==> config.mk <==
export PLATFORM = sky130hd
export DESIGN_NAME = spi_half_duplex_master
export DESIGN_NICKNAME = d
export VERILOG_FILES = /design/src/rtl/core/spim_pkg.sv /design/src/rtl/core/spim_front.sv /design/src/rtl/core/spim_cmd_queue.sv /design/src/rtl/core/spim_engine.sv /design/src/rtl/core/spim_res_queue.sv /design/src/rtl/core/spi_half_duplex_master.sv
export SDC_FILE = /design/constraint.sdc
export NUM_CORES = 1
export LEC_CHECK = 0
export ABC_AREA = 1
export BUFFER_PORTS_ARGS = -buffer_cell sky130_fd_sc_hd__buf_2
export CAP_MARGIN = 10
export CELL_PAD_IN_SITES_DETAIL_PLACEMENT = 1
export CELL_PAD_IN_SITES_GLOBAL_PLACEMENT = 2
export CORE_ASPECT_RATIO = 0.75
export CORE_MARGIN = 4
export CORE_UTILIZATION = 42
export DETAILED_ROUTE_END_ITERATION = 8
export HOLD_SLACK_MARGIN = 0.15
export PLACE_DENSITY_LB_ADDON = 0.1
export RECOVER_POWER = 50
export SKIP_LAST_GASP = 1
export SLEW_MARGIN = 25
export SYNTH_ARGS = -nofsm -noshare
export SYNTH_HDL_FRONTEND = slang
export SYNTH_SLANG_ARGS = --single-unit
==> constraint.sdc <==
create_clock -name i_clk -period 6.3 [get_ports i_clk]
set_clock_uncertainty 0.05 [all_clocks]
set_input_delay 0.945 -clock i_clk [delete_from_list [all_inputs] [get_ports i_clk]]
set_output_delay 0.945 -clock i_clk [all_outputs]
set_load 0.01 [all_outputs]
==> src/rtl/core/spim_pkg.sv <==
// Package for the three-wire half-duplex SPI master.
// Holds the command and mode codes, the field widths and the item types.
// No dependencies.
`timescale 1ns / 1ps

package spim_pkg;

    localparam int WORD_BITS   = 8;
    localparam int COUNT_WIDTH = 16;
    localparam int BITS_W      = $clog2(WORD_BITS + 1);

    localparam logic [COUNT_WIDTH-1:0] HALF_RESET = COUNT_WIDTH'(240);

    // Opcodes on the input port
    localparam logic [2:0] OP_NONE     = 3'd0;
    localparam logic [2:0] OP_SELECT   = 3'd1;
    localparam logic [2:0] OP_DESELECT = 3'd2;
    localparam logic [2:0] OP_WRITE    = 3'd3;
    localparam logic [2:0] OP_READ     = 3'd4;

    // Command classes after decoding
    localparam logic [2:0] CMD_NONE     = 3'd0;
    localparam logic [2:0] CMD_SELECT   = 3'd1;
    localparam logic [2:0] CMD_DESELECT = 3'd2;
    localparam logic [2:0] CMD_WRITE    = 3'd3;
    localparam logic [2:0] CMD_READ     = 3'd4;

    // Transfer modes of the engine
    localparam logic [1:0] MODE_IDLE  = 2'd0;
    localparam logic [1:0] MODE_WRITE = 2'd1;
    localparam logic [1:0] MODE_READ  = 2'd2;

    typedef struct packed {
        logic [2:0]           cmd;
        logic [WORD_BITS-1:0] wbyte;
        logic                 din;
    } t_cmd_item;

    typedef struct packed {
        logic                 sclk;
        logic                 cs_n;
        logic                 data_out;
        logic                 data_oe;
        logic                 busy;
        logic                 read_done;
        logic [WORD_BITS-1:0] read_data;
    } t_result;

endpackage

==> src/rtl/core/spim_front.sv <==
// Front stage of the SPI master: accepts input transactions and decodes the opcode.
// Depends on spim_pkg.
`timescale 1ns / 1ps

module spim_front (
    input  logic                         i_clk,
    input  logic                         i_rst_n,
    input  logic                         push,
    output logic                         full,
    input  logic [2:0]                   i_opcode,
    input  logic [spim_pkg::WORD_BITS-1:0] i_write_byte,
    input  logic                         i_data_in,
    output spim_pkg::t_cmd_item          o_item,
    output logic                         o_valid,
    input  logic                         i_ready
);

    logic                r_valid, n_valid;
    spim_pkg::t_cmd_item r_item, n_item;
    logic                accept;
    logic [2:0]          cmd_class;

    always_comb begin
        case (i_opcode)
            spim_pkg::OP_SELECT:   cmd_class = spim_pkg::CMD_SELECT;
            spim_pkg::OP_DESELECT: cmd_class = spim_pkg::CMD_DESELECT;
            spim_pkg::OP_WRITE:    cmd_class = spim_pkg::CMD_WRITE;
            spim_pkg::OP_READ:     cmd_class = spim_pkg::CMD_READ;
            default:               cmd_class = spim_pkg::CMD_NONE;
        endcase
    end

    assign full   = r_valid && !i_ready;
    assign accept = push && !full;

    always_comb begin
        n_valid = r_valid;
        n_item  = r_item;
        if (accept) begin
            n_valid      = 1'b1;
            n_item.cmd   = cmd_class;
            n_item.wbyte = i_write_byte;
            n_item.din   = i_data_in;
        end else if (r_valid && i_ready) begin
            n_valid = 1'b0;
        end
    end

    always_ff @(posedge i_clk) begin
        if (!i_rst_n) begin
            r_valid <= 1'b0;
        end else begin
            r_valid <= n_valid;
        end
        r_item <= n_item;
    end

    assign o_item  = r_item;
    assign o_valid = r_valid;

endmodule

==> src/rtl/core/spim_cmd_queue.sv <==
// Four-entry queue of decoded commands between the front stage and the engine.
// Depends on spim_pkg.
`timescale 1ns / 1ps

module spim_cmd_queue (
    input  logic                i_clk,
    input  logic                i_rst_n,
    input  spim_pkg::t_cmd_item i_item,
    input  logic                i_push,
    output logic                o_ready,
    output spim_pkg::t_cmd_item o_item,
    output logic                o_valid,
    input  logic                i_pop
);

    localparam int DEPTH = 4;

    spim_pkg::t_cmd_item r_mem [DEPTH];
    logic [1:0] r_wr_ptr, n_wr_ptr;
    logic [1:0] r_rd_ptr, n_rd_ptr;
    logic [2:0] r_count, n_count;
    logic       do_push, do_pop;

    assign o_ready = (r_count < 3'(DEPTH));
    assign o_valid = (r_count != 3'd0);
    assign o_item  = r_mem[r_rd_ptr];
    assign do_push = i_push && o_ready;
    assign do_pop  = i_pop && o_valid;

    always_comb begin
        n_wr_ptr = do_push ? r_wr_ptr + 2'd1 : r_wr_ptr;
        n_rd_ptr = do_pop ? r_rd_ptr + 2'd1 : r_rd_ptr;
        n_count  = r_count + 3'(do_push) - 3'(do_pop);
    end

    always_ff @(posedge i_clk) begin
        if (!i_rst_n) begin
            r_wr_ptr <= 2'd0;
            r_rd_ptr <= 2'd0;
            r_count  <= 3'd0;
        end else begin
            r_wr_ptr <= n_wr_ptr;
            r_rd_ptr <= n_rd_ptr;
            r_count  <= n_count;
        end
        if (do_push) begin
            r_mem[r_wr_ptr] <= i_item;
        end
    end

endmodule

==> src/rtl/core/spim_engine.sv <==
// Bit timing engine of the SPI master: runs one tick per command and builds the result.
// Holds the half period register. Depends on spim_pkg.
`timescale 1ns / 1ps

module spim_engine (
    input  logic                                i_clk,
    input  logic                                i_rst_n,
    input  logic                                i_cfg_we,
    input  logic [spim_pkg::COUNT_WIDTH-1:0]    i_cfg_data,
    input  spim_pkg::t_cmd_item                 i_item,
    input  logic                                i_valid,
    output logic                                o_take,
    output spim_pkg::t_result                   o_res,
    input  logic                                i_res_ready
);

    logic [spim_pkg::COUNT_WIDTH-1:0] r_half;
    logic [spim_pkg::COUNT_WIDTH-1:0] r_tick, n_tick;
    logic [spim_pkg::BITS_W-1:0]      r_bits, n_bits;
    logic [spim_pkg::WORD_BITS-1:0]   r_shift, n_shift;
    logic [1:0]                       r_mode, n_mode;
    logic r_high, n_high;
    logic r_sclk, n_sclk;
    logic r_sel, n_sel;
    logic r_dval, n_dval;
    logic r_doe, n_doe;

    logic [spim_pkg::COUNT_WIDTH-1:0] half_eff;
    logic [spim_pkg::BITS_W-1:0]      bits_dec;
    logic [spim_pkg::WORD_BITS-1:0]   shifted;
    logic done;
    logic [spim_pkg::WORD_BITS-1:0]   rdata;

    assign o_take   = i_valid && i_res_ready;
    assign half_eff = (r_half == '0) ? spim_pkg::COUNT_WIDTH'(1) : r_half;
    assign bits_dec = (r_bits != '0) ? r_bits - spim_pkg::BITS_W'(1) : r_bits;
    assign shifted  = {r_shift[spim_pkg::WORD_BITS-2:0], 1'b0};

    always_comb begin
        n_tick  = r_tick;
        n_bits  = r_bits;
        n_shift = r_shift;
        n_mode  = r_mode;
        n_high  = r_high;
        n_sclk  = r_sclk;
        n_sel   = r_sel;
        n_dval  = r_dval;
        n_doe   = r_doe;
        done    = 1'b0;
        rdata   = '0;

        if (r_mode == spim_pkg::MODE_IDLE) begin
            case (i_item.cmd)
                spim_pkg::CMD_SELECT: begin
                    n_sel = 1'b0;
                end
                spim_pkg::CMD_DESELECT: begin
                    n_sel = 1'b1;
                end
                spim_pkg::CMD_WRITE: begin
                    n_mode  = spim_pkg::MODE_WRITE;
                    n_doe   = 1'b1;
                    n_shift = i_item.wbyte;
                    n_bits  = spim_pkg::BITS_W'(spim_pkg::WORD_BITS);
                    n_sclk  = 1'b0;
                    n_high  = 1'b0;
                    n_tick  = spim_pkg::COUNT_WIDTH'(1);
                    n_dval  = i_item.wbyte[spim_pkg::WORD_BITS-1];
                end
                spim_pkg::CMD_READ: begin
                    n_mode  = spim_pkg::MODE_READ;
                    n_doe   = 1'b0;
                    n_shift = '0;
                    n_bits  = spim_pkg::BITS_W'(spim_pkg::WORD_BITS);
                    n_sclk  = 1'b0;
                    n_high  = 1'b0;
                    n_tick  = spim_pkg::COUNT_WIDTH'(1);
                end
                default: begin
                end
            endcase
        end else if (r_tick < half_eff) begin
            n_tick = r_tick + spim_pkg::COUNT_WIDTH'(1);
        end else if (!r_high) begin
            // Rising edge of the serial clock: the read samples the pin here
            n_sclk = 1'b1;
            n_high = 1'b1;
            n_tick = spim_pkg::COUNT_WIDTH'(1);
            if (r_mode == spim_pkg::MODE_READ) begin
                n_shift = {r_shift[spim_pkg::WORD_BITS-2:0], i_item.din};
            end
        end else begin
            if (r_mode == spim_pkg::MODE_WRITE) begin
                n_shift = shifted;
            end
            n_bits = bits_dec;
            if (bits_dec == '0) begin
                if (r_mode == spim_pkg::MODE_READ) begin
                    done  = 1'b1;
                    rdata = r_shift;
                end
                n_mode = spim_pkg::MODE_IDLE;
                n_high = 1'b0;
                n_tick = '0;
            end else begin
                n_sclk = 1'b0;
                n_high = 1'b0;
                n_tick = spim_pkg::COUNT_WIDTH'(1);
                if (r_mode == spim_pkg::MODE_WRITE) begin
                    n_dval = shifted[spim_pkg::WORD_BITS-1];
                end
            end
        end
    end

    always_ff @(posedge i_clk) begin
        if (!i_rst_n) begin
            r_half  <= spim_pkg::HALF_RESET;
            r_tick  <= '0;
            r_bits  <= '0;
            r_shift <= '0;
            r_mode  <= spim_pkg::MODE_IDLE;
            r_high  <= 1'b0;
            r_sclk  <= 1'b1;
            r_sel   <= 1'b1;
            r_dval  <= 1'b0;
            r_doe   <= 1'b0;
        end else begin
            if (i_cfg_we) begin
                r_half <= i_cfg_data;
            end
            if (o_take) begin
                r_tick  <= n_tick;
                r_bits  <= n_bits;
                r_shift <= n_shift;
                r_mode  <= n_mode;
                r_high  <= n_high;
                r_sclk  <= n_sclk;
                r_sel   <= n_sel;
                r_dval  <= n_dval;
                r_doe   <= n_doe;
            end
        end
    end

    always_comb begin
        o_res.sclk      = n_sclk;
        o_res.cs_n      = n_sel;
        o_res.data_out  = n_dval;
        o_res.data_oe   = n_doe;
        o_res.busy      = (n_mode != spim_pkg::MODE_IDLE);
        o_res.read_done = done;
        o_res.read_data = rdata;
    end

endmodule

==> src/rtl/core/spim_res_queue.sv <==
// Two-entry result queue that parts the engine from the consumer of results.
// Depends on spim_pkg.
`timescale 1ns / 1ps

module spim_res_queue (
    input  logic              i_clk,
    input  logic              i_rst_n,
    input  spim_pkg::t_result i_res,
    input  logic              i_push,
    output logic              o_ready,
    output spim_pkg::t_result o_res,
    output logic              empty,
    input  logic              pop
);

    localparam int DEPTH = 2;

    spim_pkg::t_result r_mem [DEPTH];
    logic       r_wr_ptr, n_wr_ptr;
    logic       r_rd_ptr, n_rd_ptr;
    logic [1:0] r_count, n_count;
    logic       do_push, do_pop;

    assign o_ready = (r_count < 2'(DEPTH));
    assign empty   = (r_count == 2'd0);
    assign o_res   = r_mem[r_rd_ptr];
    assign do_push = i_push && o_ready;
    assign do_pop  = pop && !empty;

    always_comb begin
        n_wr_ptr = do_push ? ~r_wr_ptr : r_wr_ptr;
        n_rd_ptr = do_pop ? ~r_rd_ptr : r_rd_ptr;
        n_count  = r_count + 2'(do_push) - 2'(do_pop);
    end

    always_ff @(posedge i_clk) begin
        if (!i_rst_n) begin
            r_wr_ptr <= 1'b0;
            r_rd_ptr <= 1'b0;
            r_count  <= 2'd0;
        end else begin
            r_wr_ptr <= n_wr_ptr;
            r_rd_ptr <= n_rd_ptr;
            r_count  <= n_count;
        end
        if (do_push) begin
            r_mem[r_wr_ptr] <= i_res;
        end
    end

endmodule

==> src/rtl/core/spi_half_duplex_master.sv <==
// Top level of the three-wire half-duplex SPI master (mode 3, MSB first).
// Instantiates spim_front, spim_cmd_queue, spim_engine and spim_res_queue; uses spim_pkg.
`timescale 1ns / 1ps

// Each input transaction is one tick of the bit timing and yields exactly one result
// transaction with the pin levels after that tick. The block takes one transaction per
// clock cycle sustained while results are popped and no queue fills; that rate is set by
// the engine, which advances its tick counter and bit state once per transaction. An input
// is held in the front stage register and then the command queue, and its result in the
// result queue before it reaches the result ports. The half period register may be written
// only while no transaction is in flight; a value of zero behaves as one.

module spi_half_duplex_master (
    input  logic                               i_clk,
    input  logic                               i_rst_n,
    input  logic                               i_cfg_we,
    input  logic [spim_pkg::COUNT_WIDTH-1:0]   i_cfg_wdata,
    input  logic                               push,
    output logic                               full,
    input  logic [2:0]                         i_opcode,
    input  logic [spim_pkg::WORD_BITS-1:0]     i_write_byte,
    input  logic                               i_data_in,
    output logic                               empty,
    input  logic                               pop,
    output logic                               o_sclk,
    output logic                               o_cs_n,
    output logic                               o_data_out,
    output logic                               o_data_oe,
    output logic                               o_busy_res,
    output logic                               o_read_done,
    output logic [spim_pkg::WORD_BITS-1:0]     o_read_data
);

    spim_pkg::t_cmd_item front_item, queue_item;
    spim_pkg::t_result   eng_res, out_res;
    logic front_valid, cmdq_ready, cmdq_valid, eng_take, resq_ready;

    spim_front u_front (
        .i_clk        (i_clk),
        .i_rst_n      (i_rst_n),
        .push         (push),
        .full         (full),
        .i_opcode     (i_opcode),
        .i_write_byte (i_write_byte),
        .i_data_in    (i_data_in),
        .o_item       (front_item),
        .o_valid      (front_valid),
        .i_ready      (cmdq_ready)
    );

    spim_cmd_queue u_cmd_queue (
        .i_clk   (i_clk),
        .i_rst_n (i_rst_n),
        .i_item  (front_item),
        .i_push  (front_valid),
        .o_ready (cmdq_ready),
        .o_item  (queue_item),
        .o_valid (cmdq_valid),
        .i_pop   (eng_take)
    );

    spim_engine u_engine (
        .i_clk       (i_clk),
        .i_rst_n     (i_rst_n),
        .i_cfg_we    (i_cfg_we),
        .i_cfg_data  (i_cfg_wdata),
        .i_item      (queue_item),
        .i_valid     (cmdq_valid),
        .o_take      (eng_take),
        .o_res       (eng_res),
        .i_res_ready (resq_ready)
    );

    spim_res_queue u_res_queue (
        .i_clk   (i_clk),
        .i_rst_n (i_rst_n),
        .i_res   (eng_res),
        .i_push  (eng_take),
        .o_ready (resq_ready),
        .o_res   (out_res),
        .empty   (empty),
        .pop     (pop)
    );

    assign o_sclk      = out_res.sclk;
    assign o_cs_n      = out_res.cs_n;
    assign o_data_out  = out_res.data_out;
    assign o_data_oe   = out_res.data_oe;
    assign o_busy_res  = out_res.busy;
    assign o_read_done = out_res.read_done;
    assign o_read_data = out_res.read_data;

    // A completed read leaves the engine idle with the driver released.
    a_done_idle: assert property (@(posedge i_clk) disable iff (!i_rst_n)
        (!empty && o_read_done) |-> (!o_busy_res && !o_data_oe && o_sclk))
        else $error("read completion with engine still busy or driving");

    // Received data is only shown in the transaction that completes a read.
    a_rdata_zero: assert property (@(posedge i_clk) disable iff (!i_rst_n)
        (!empty && !o_read_done) |-> (o_read_data == '0))
        else $error("read data non-zero outside read completion");

    // The engine never takes a command that the result queue cannot hold.
    a_take_room: assert property (@(posedge i_clk) disable iff (!i_rst_n)
        eng_take |-> (cmdq_valid && resq_ready))
        else $error("engine advanced without a command or result space");

endmodule
Word-level counts from Yosys, hierarchy flattened:

Memory sizes are Yosys's and may differ from the RTL's. A register that Yosys moved wholly into a read port is not among the register bits.
Index checks and enable logic that the tools add are counted.

* register bits after elaboration: 75
* bits in latches: 0
* memory bits (writable): 76
* bits in read-only memories: 0
* output and inout bits: 16
* memories: 2

* add/sub/neg operators: 8
* multiply operators: 0
* div/mod/pow operators: 0
* $lt $le $gt $ge: 3
* equality and inequality tests: 14
* shift-type cells: 0
* muxes and demuxes: 62
* bitwise gates (word level): 2
* reduce and logical (&&, ||, !) cells: 25

Memories
* u_cmd_queue.r_mem: words 4, width 12, rd ports 1, clocked after memory_dff 1, wr ports 1, RTL line spim_cmd_queue.sv:18 `spim_pkg::t_cmd_item r_mem [DEPTH];`
* u_res_queue.r_mem: words 2, width 14, rd ports 1, clocked after memory_dff 1, wr ports 1, RTL line spim_res_queue.sv:18 `spim_pkg::t_result r_mem [DEPTH];`

Operators by type and width (count)
* $mux 16: 5
* $mux 8: 10
* $mux 1: 31
* $mux 4: 5
* $add 16x1->16 const B: 1
* $logic_not 16->1: 1
* $lt 16x16->1: 1
* $pmux 8 s2: 1
* $eq 3x2->1 const B: 4
* $mux 2: 6
* $pmux 3 s4: 1
* $logic_and 1x1->1: 7
* $eq 3x1->1 const B: 2
* $eq 3x3->1 const B: 2
* $ne 3x3->1 const B: 2
* $reduce_bool 2->1: 3
* $reduce_bool 3->1: 2
* $reduce_and 5->1: 1
* $add 2x1->2 const B: 2
* $logic_not 2->1: 2
* $logic_not 4->1: 1
* $pmux 1 s2: 2
* $pmux 2 s2: 1
* $reduce_and 4->1: 1
* 17 further kinds: 20

Depth between registers and ports, before layout:

Gate-level depths: netlist of the first run.

* word-level depth: 8
* gate-level depth with buffers: 20

Hierarchy:

Synthesis of the first run repeated with hierarchy kept, for this count alone.

* cells, all modules: 726
* area total of the unflattened synthesis: 6993.0 um^2

By module, submodules not included
* spim_engine: instances 1, cells an instance 452, area each 3059.2 um^2
* spim_cmd_queue: instances 1, cells an instance 176, area each 2239.6 um^2
* spim_res_queue: instances 1, cells an instance 73, area each 1256.2 um^2
* spim_front: instances 1, cells an instance 25, area each 437.9 um^2

Worst setup path before layout of the first run:

No wires, ideal clock.

* path type: register to register
* start: register u_cmd_queue.r_count[2]
* end: register u_cmd_queue.r_count[2]
* arrival: 2.471 ns
* data required time: 6.128 ns
* slack: 3.656 ns
* stages on the path, launching flop included: 12
* cells stage by stage: dfxtp_1 o31ai_2 bufinv_8 clkbuf_1 ha_1 inv_1 ha_1 inv_1 fa_1 xor2_1 o21ai_0 a21oi_1

* longest elaborated chain between the ends: 4
* elaborated cells between the ends (all ways): 7
* classes of those cells: add/sub (2); order compare (1); reduce/logical (4)

RTL lines
* from (decl): RTL line spim_cmd_queue.sv:21 `logic [2:0] r_count, n_count;`
* from (signal assigned): RTL line spim_cmd_queue.sv:44 `r_count <= n_count;`
* $reduce_bool 3->1: RTL line spim_cmd_queue.sv:25 `assign o_valid = (r_count != 3'd0);`
* $logic_and 1x1->1: RTL line spim_engine.sv:34 `assign o_take = i_valid && i_res_ready;`
* net eng_take: RTL line spi_half_duplex_master.sv:36 `logic front_valid, cmdq_ready, cmdq_valid, eng_take, resq_ready;`
* $logic_and 1x1->1: RTL line spim_cmd_queue.sv:28 `assign do_pop = i_pop && o_valid;`
* $sub 3x1->3: RTL line spim_cmd_queue.sv:33 `n_count = r_count + 3'(do_push) - 3'(do_pop);`

The timed path passes the listed nets, and every way through them passes these cells.
A chain may end at the register's enable or synchronous reset.

Worst setup path after layout of the first run:

* start: register u_cmd_queue.r_count[2]
* end: register u_cmd_queue.r_count[2]

* longest elaborated chain between the ends: 4
* elaborated cells between the ends (all ways): 7
* classes of those cells: add/sub (2); order compare (1); reduce/logical (4)

RTL lines (RTL line)
* $lt 3x3->1 / $reduce_bool 3->1 (equally long branches): spim_cmd_queue.sv:24, spim_cmd_queue.sv:25
* $logic_and 1x1->1, on equally long branches: spim_cmd_queue.sv:27, spim_engine.sv:34
* $add 3x1->3 / $logic_and 1x1->1 (equally long branches): spim_cmd_queue.sv:33, spim_cmd_queue.sv:28
* $sub 3x1->3 *: spim_cmd_queue.sv:33

Every way passes the cells marked *; elsewhere a longest branch is shown, timed or not.

==> metrics.txt, run 1 <==
Max Cap Viol=1; Top FF cell, synth=edfxtp_1; Data required, critical path=6610 ps; Tmin final=3330 ps; PD cells=461 nW/µm²; Port Buffers=48; largest net degree at the start of global routing=36; vias in the first global route=4957; Startpoint Class=flop; share of cells above drive strength 1=14.5%; first-pass GRT wire length=25700 µm; Worst-path clk slew=70 ps; Gate Count Post-Synth=692; RSZ-0062 raised after global routing=false; Setup crit end kind=flop; Total Nets Final=about 800; DP Wirelength=11500 µm; failing checks=capacitance limit, slew limit; GRT Resource Usage Total=17.9%; fmax=300 MHz; Die Y=119 µm; Post-Route WL=around 16000 µm; worst hold path class=reg2reg; vias per inst=5.06; CP arrival=3640 ps; FF+latch count, synth=~150; Pleak=~3.2 nW; Distinct cells, synth=43; row cnt=40; CTS max path bufs=2; non-filler cells, final=960; CTS tree=built; Slew @ Worst Pin=1740 ps; Post-Synthesis Net Count=751; mapped cell area=6850 µm²; Vias=4856; Total Power=3.61 mW; final setup fails=0; drt first pass iters=4; crit path max fanout=14; core area=between 15000 and 20000 µm²; diode count=0; period utilization=52.9%; Ports=a little under 50; pins over their slew limit=36; ANT nets after route=0; area of the multi-input gates=2390 µm²; syn_area_per_cell=9.90 µm²; register area share after synthesis=57.8%; worst setup margin=between 2000 and 3000 ps; Num CTS Buffers=17; GR Overflow Total=0; asr flop ratio synth=0%; FF+latch area=between 3000 and 4000 µm²; die width=about 160 µm; YS warnings=0; die footprint=about 18000 µm²; setup tns final=0 ps; VDD IR max=0.238 mV; Hold Fails Final Rpt=0; clock sink total=154; number of synthesized flops with an enable pin=88; area delta synth->final=14.1%; commonest cells after routing, fill and taps aside=nor2_1, edfxtp_1, inv_1; CP Class=reg2reg; Worst slew margin=-16.0%; Cells after DPL=928; gpl congestion=0.809; Skew-Pair Late Insertion Delay=430 ps; commonest non-fill, non-tap cell in the layout=nor2_1; fillcell total=about 1800; Clock Tree Root=clkbuf_16; DR WL/cell=16.4 µm; Residual DRC=0; antenna violations before repair=0; DRC marker count from the first detailed-route iteration=236; # H-tree levels=4; setup bufs post-CTS=0; PostCTS Resize Cnt=0; cts hold-fix bufs=0; Starting Density=42.8%; Place WS=3270 ps; outcome=finished with violations
synthesized netlist by cell type (all sizes together), types with 2 or more instances:
cell | count | area, µm²
mux2 | 14 | 158
nand4 | 14 | 93.8
buf | 9 | 80.1
nor3b | 2 | 20.0
o22ai | 9 | 56.3
xnor2 | 4 | 35.0
nand3 | 22 | 125
a211oi | 2 | 15.0
a22oi | 7 | 52.6
ha | 25 | 313
a21oi | 54 | 270
nand2 | 91 | 373
edfxtp | 88 | 2640
o21ai | 62 | 310
nor2 | 94 | 360
inv | 89 | 342
clkbuf | 14 | 53.8
nor3 | 4 | 20.0
xor2 | 12 | 105
o31ai | 2 | 20.0
dfxtp | 66 | 1320
registers in the layout, summed over array words and instances, names as in the netlist, 2 cells and up, named ones only:
name,flops
u_cmd_queue.r_mem,48
u_res_queue.r_mem,28
u_engine.r_half,16
u_engine.r_tick,16
u_front.o_item,12
u_engine.r_shift,8
u_engine.r_bits,4
u_cmd_queue.r_count,3
u_cmd_queue.r_rd_ptr,2
u_cmd_queue.r_wr_ptr,2
u_engine.r_mode,2
u_res_queue.r_count,2
worst paths after layout:
path                            cells after the start                    from                      to  slack, ps
worst max-delay path                               10  u_cmd_queue.r_count[2]  u_cmd_queue.r_count[2]       2970
worst min register to register                      1    u_res_queue.r_rd_ptr    u_res_queue.r_rd_ptr        410
worst min-delay path                                1    u_res_queue.r_rd_ptr    u_res_queue.r_rd_ptr        410
worst max register to register                     10  u_cmd_queue.r_count[2]  u_cmd_queue.r_count[2]       2970
metrics by stage:
stage | cell area (µm²) | util (%) | hold slack, ps
after floorplan | 6850 | - | 376
after global placement | 7230 | 45.1 | 391
after detailed placement | 7240 | 45.2 | 397
after CTS | 7840 | 48.9 | 410
after global routing | 7820 | 48.8 | 453
final | 7820 | 48.8 | 410
report_power, final:
part	switching, mW	leakage (nW)	internal (mW)	total (mW)
Clock	0.433	0.286	0.594	1.03
Combinational	0.780	1.55	0.389	1.17
Sequential	0.125	1.36	1.29	1.41
Total	1.34	3.20	2.27	3.61
critical path, stage by stage, from the launching register on:
cell,delay (ps)
dfxtp_1,360
o31ai_1,1070
bufinv_8,400
ha_1,310
inv_1,70
ha_1,130
inv_1,50
fa_1,370
xor2_1,170
o21ai_0,100
a21oi_1,200
layer usage:
metal	track usage, %	vias up	wire [µm]
met5	0	-	0
met4	5.90	0	190
met3	4.47	18	669
met2	26.4	79	6890
met1	25.8	2327	8010
li1	-	2432	-
layout make-up:
cell class	count	area share [%]
timing repair buffer	49	3.09
clock inverter	14	2.10
sequential	154	50.7
inverter	91	4.71
multi-input combinational	424	30.5
tap	210	3.36
clock buffer	18	5.49
kinds of logic (layout without fill, tap and decap cells):
family          count (synthesis)  in the layout  synth area share (%)
xor+xnor                       16             16                  2.04
simple gates                  229            229                  14.7
mux                            14             14                  2.30
flops                         154            154                  57.8
compound gates                139            139                  11.0
fa+ha+maj                      26             26                  4.86
buf+inv                       114            172                  7.32
Note: power is estimated with default switching activity, not from simulation.
==> inputs of run 2 (changes only) <==
CORE_UTILIZATION = 35   (was 42)
clock period = 2.8 ns   (was 6.3 ns; I/O delays follow)
==> metrics.txt, run 2 (synthesized netlist as in run 1, its figures left out) <==
outcome=finished, final reports clean (was finished with violations); design area=8150 µm² (was 7820 µm²); Worst-path clk slew=70 ps (about the same); vias per inst=4.75 (was 5.06); die footprint=21900 µm² (was 18400 µm²); largest net degree at the start of global routing=25 (was 36); Seq pwr share=37.7% (was 39.1%); CP arrival=2780 ps (was 3640 ps); Data required, critical path=3110 ps (was 6610 ps); setup tns final=0 ps (unchanged); final setup fails=0 (unchanged); Setup crit end kind=flop (unchanged); gpl congestion=0.809 (about the same); Total Nets Final=828 (was 796); Hold Fails Final Rpt=0 (unchanged); Vias=4917 (was 4856); Internal=5.19 mW (was 2.27 mW); DR WL/cell=15.7 µm (was 16.4 µm); Ports=49 (unchanged); Critical Path Max Stage Delay=370 ps (was 1070 ps); critical path launch point=u_cmd_queue.r_count[2] (unchanged); GRT Resource Usage Total=15.8% (was 17.9%); CTS tree=built (unchanged); period utilization=88.2% (was 52.9%); vias in the first global route=5049 (was 4957); sw frac=37.6% (was 37.1%); PD cells=1020 nW/µm² (was 461 nW/µm²); Residual DRC=0 (unchanged); die width=170 µm (was 155 µm); commonest cells after routing, fill and taps aside=nor2_1, edfxtp_1, inv_1 (unchanged); Tmin final=2470 ps (was 3330 ps); launch point of the worst hold path=push (was u_res_queue.r_rd_ptr); CP Class=reg2reg (unchanged); Num CTS Buffers=17 (unchanged); VDD IR max=0.504 mV (was 0.238 mV); Clk pwr share=28.0% (was 28.5%); # H-tree levels=4 (unchanged); DP Wirelength=11600 µm (was 11500 µm); DRC marker count from the first detailed-route iteration=168 (was 236); crit path cell chain=o31ai_2, bufinv_8, ha_1, inv_1, ha_1, inv_1, fa_1, xor2_1, o21ai_0, a21oi_1 (was o31ai_1, bufinv_8, ha_1, inv_1, ha_1, inv_1, fa_1, xor2_1, o21ai_0, a21oi_1); setup slack, reg-to-reg=330 ps (was 2970 ps); antenna violations before repair=0 (unchanged); commonest non-fill, non-tap cell in the layout=nor2_1 (unchanged); area delta synth->final=18.9% (was 14.1%); Cells after DPL=989 (was 928); Area after DPL=7430 µm² (was 7240 µm²); Worst slew margin=19.8% (was -16.0%); Starting Density=35.6% (was 42.8%); Slew @ Worst Pin=1200 ps (was 1740 ps); Largest register FFs=48 (unchanged); slowest CP cell=dfxtp_1 (was o31ai_1); Startpoint Class=flop (unchanged); Top Registers=u_cmd_queue.r_mem x48, u_res_queue.r_mem x28 (unchanged); pins over their slew limit=0 (was 36); clock sink total=154 (unchanged); RSZ-0062 raised after global routing=false (unchanged); hold path endpoint=u_front.o_valid (was u_res_queue.r_rd_ptr); ANT nets after route=0 (unchanged); post-route core utilization=42.3% (was 48.8%); worst r2r dst=u_cmd_queue.r_count[2] (unchanged); worst hold path class=in2reg (was reg2reg); Skew-Pair Late Insertion Delay=440 ps (was 430 ps); hold depth=3 (was 1); Die Y=129 µm (was 119 µm); diode count=0 (unchanged); Switch Pwr=3.13 mW (was 1.34 mW); Reg with most FFs=u_cmd_queue.r_mem (unchanged); crit path max fanout=14 (unchanged); GR Overflow Total=0 (unchanged); CTS max path bufs=2 (unchanged); Post-Route WL=16300 µm (was 15800 µm); core area=19300 µm² (was 16000 µm²); drt first pass iters=4 (unchanged); Reg2Reg Depth=10 (unchanged); Port Buffers=48 (unchanged); share of cells above drive strength 1=15.9% (was 14.5%); row cnt=44 (was 40); Max Cap Viol=0 (was 1); first-pass GRT wire length=26800 µm (was 25700 µm); worst r2r src=u_cmd_queue.r_count[2] (unchanged); combinational power share=34.3% (was 32.4%); non-filler cells, final=1035 (was 960); Clock Tree Root=clkbuf_16 (unchanged); Total Power=8.32 mW (was 3.61 mW); Pleak=3.34 nW (was 3.20 nW); fmax=405 MHz (was 300 MHz)
==> run 2: worst max-delay path by stage <==
stage / endpoint / slack, ps / cells after the start
detailed placement: u_res_queue.r_mem[0][2] / 40 / 12
floorplan: u_cmd_queue.r_count[2] / 160 / 11
CTS: u_res_queue.r_mem[1][2] / 20 / 12
global placement: u_res_queue.r_mem[0][8] / 220 / 9
finish: u_cmd_queue.r_count[2] / 330 / 10
global route: u_engine.r_shift[6] / 40 / 14
==> run 2: power groups by stage <==
stage,registers [mW],logic (mW),clock network (mW)
final,3.13,2.85,2.33
after CTS,3.14,2.90,2.40
after detailed placement,3.18,2.87,0
after global routing,3.18,3.27,2.51
after global placement,3.15,2.79,0
after floorplan,3.07,2.06,0
==> run 2: stage by stage <==
| stage | setup WS [ps] | hold WS, ps |
|---|---|---|
| finish | 330 | 194 |
| global route | 41.8 | 188 |
| CTS | 16.1 | 179 |
| detailed placement | 38.7 | 408 |
| global placement | 223 | 391 |
| floorplan | 156 | 376 |
==> run 2: area by class of cell <==
type,instances,area [µm²]
fillers,2172,11100
flip-flops and latches,154,3960
multi-input cells,424,2390
repair buffers,81,508
clock buffers,18,429
inverters,91,368
well taps,253,317
clock inverters,14,170
==> run 2: worst max-delay path: cells and delay by family (launching register included) <==
kind            cells  cell delay (ps)
buf+inv             3              390
flops               1              370
xor+xnor            1              200
compound gates      3              600
fa+ha+maj           3              800
==> run 2: routing by layer <==
| metal | GRT usage (%) | share of wire [%] |
|---|---|---|
| met2 | 23.2 | 42 |
| met4 | 5.40 | 1.5 |
| met1 | 23.2 | 53 |
| met3 | 3.63 | 3.0 |
| met5 | 0 | 0 |
==> run 2: what timing repair did <==
action | CTS | global route
hold endpoints to repair | 13 | 0
endpoints found under the setup margin | 0 | 33
gates resized for setup | 0 | 3
setup buffers | 0 | 1
hold buffers | 13 | 0
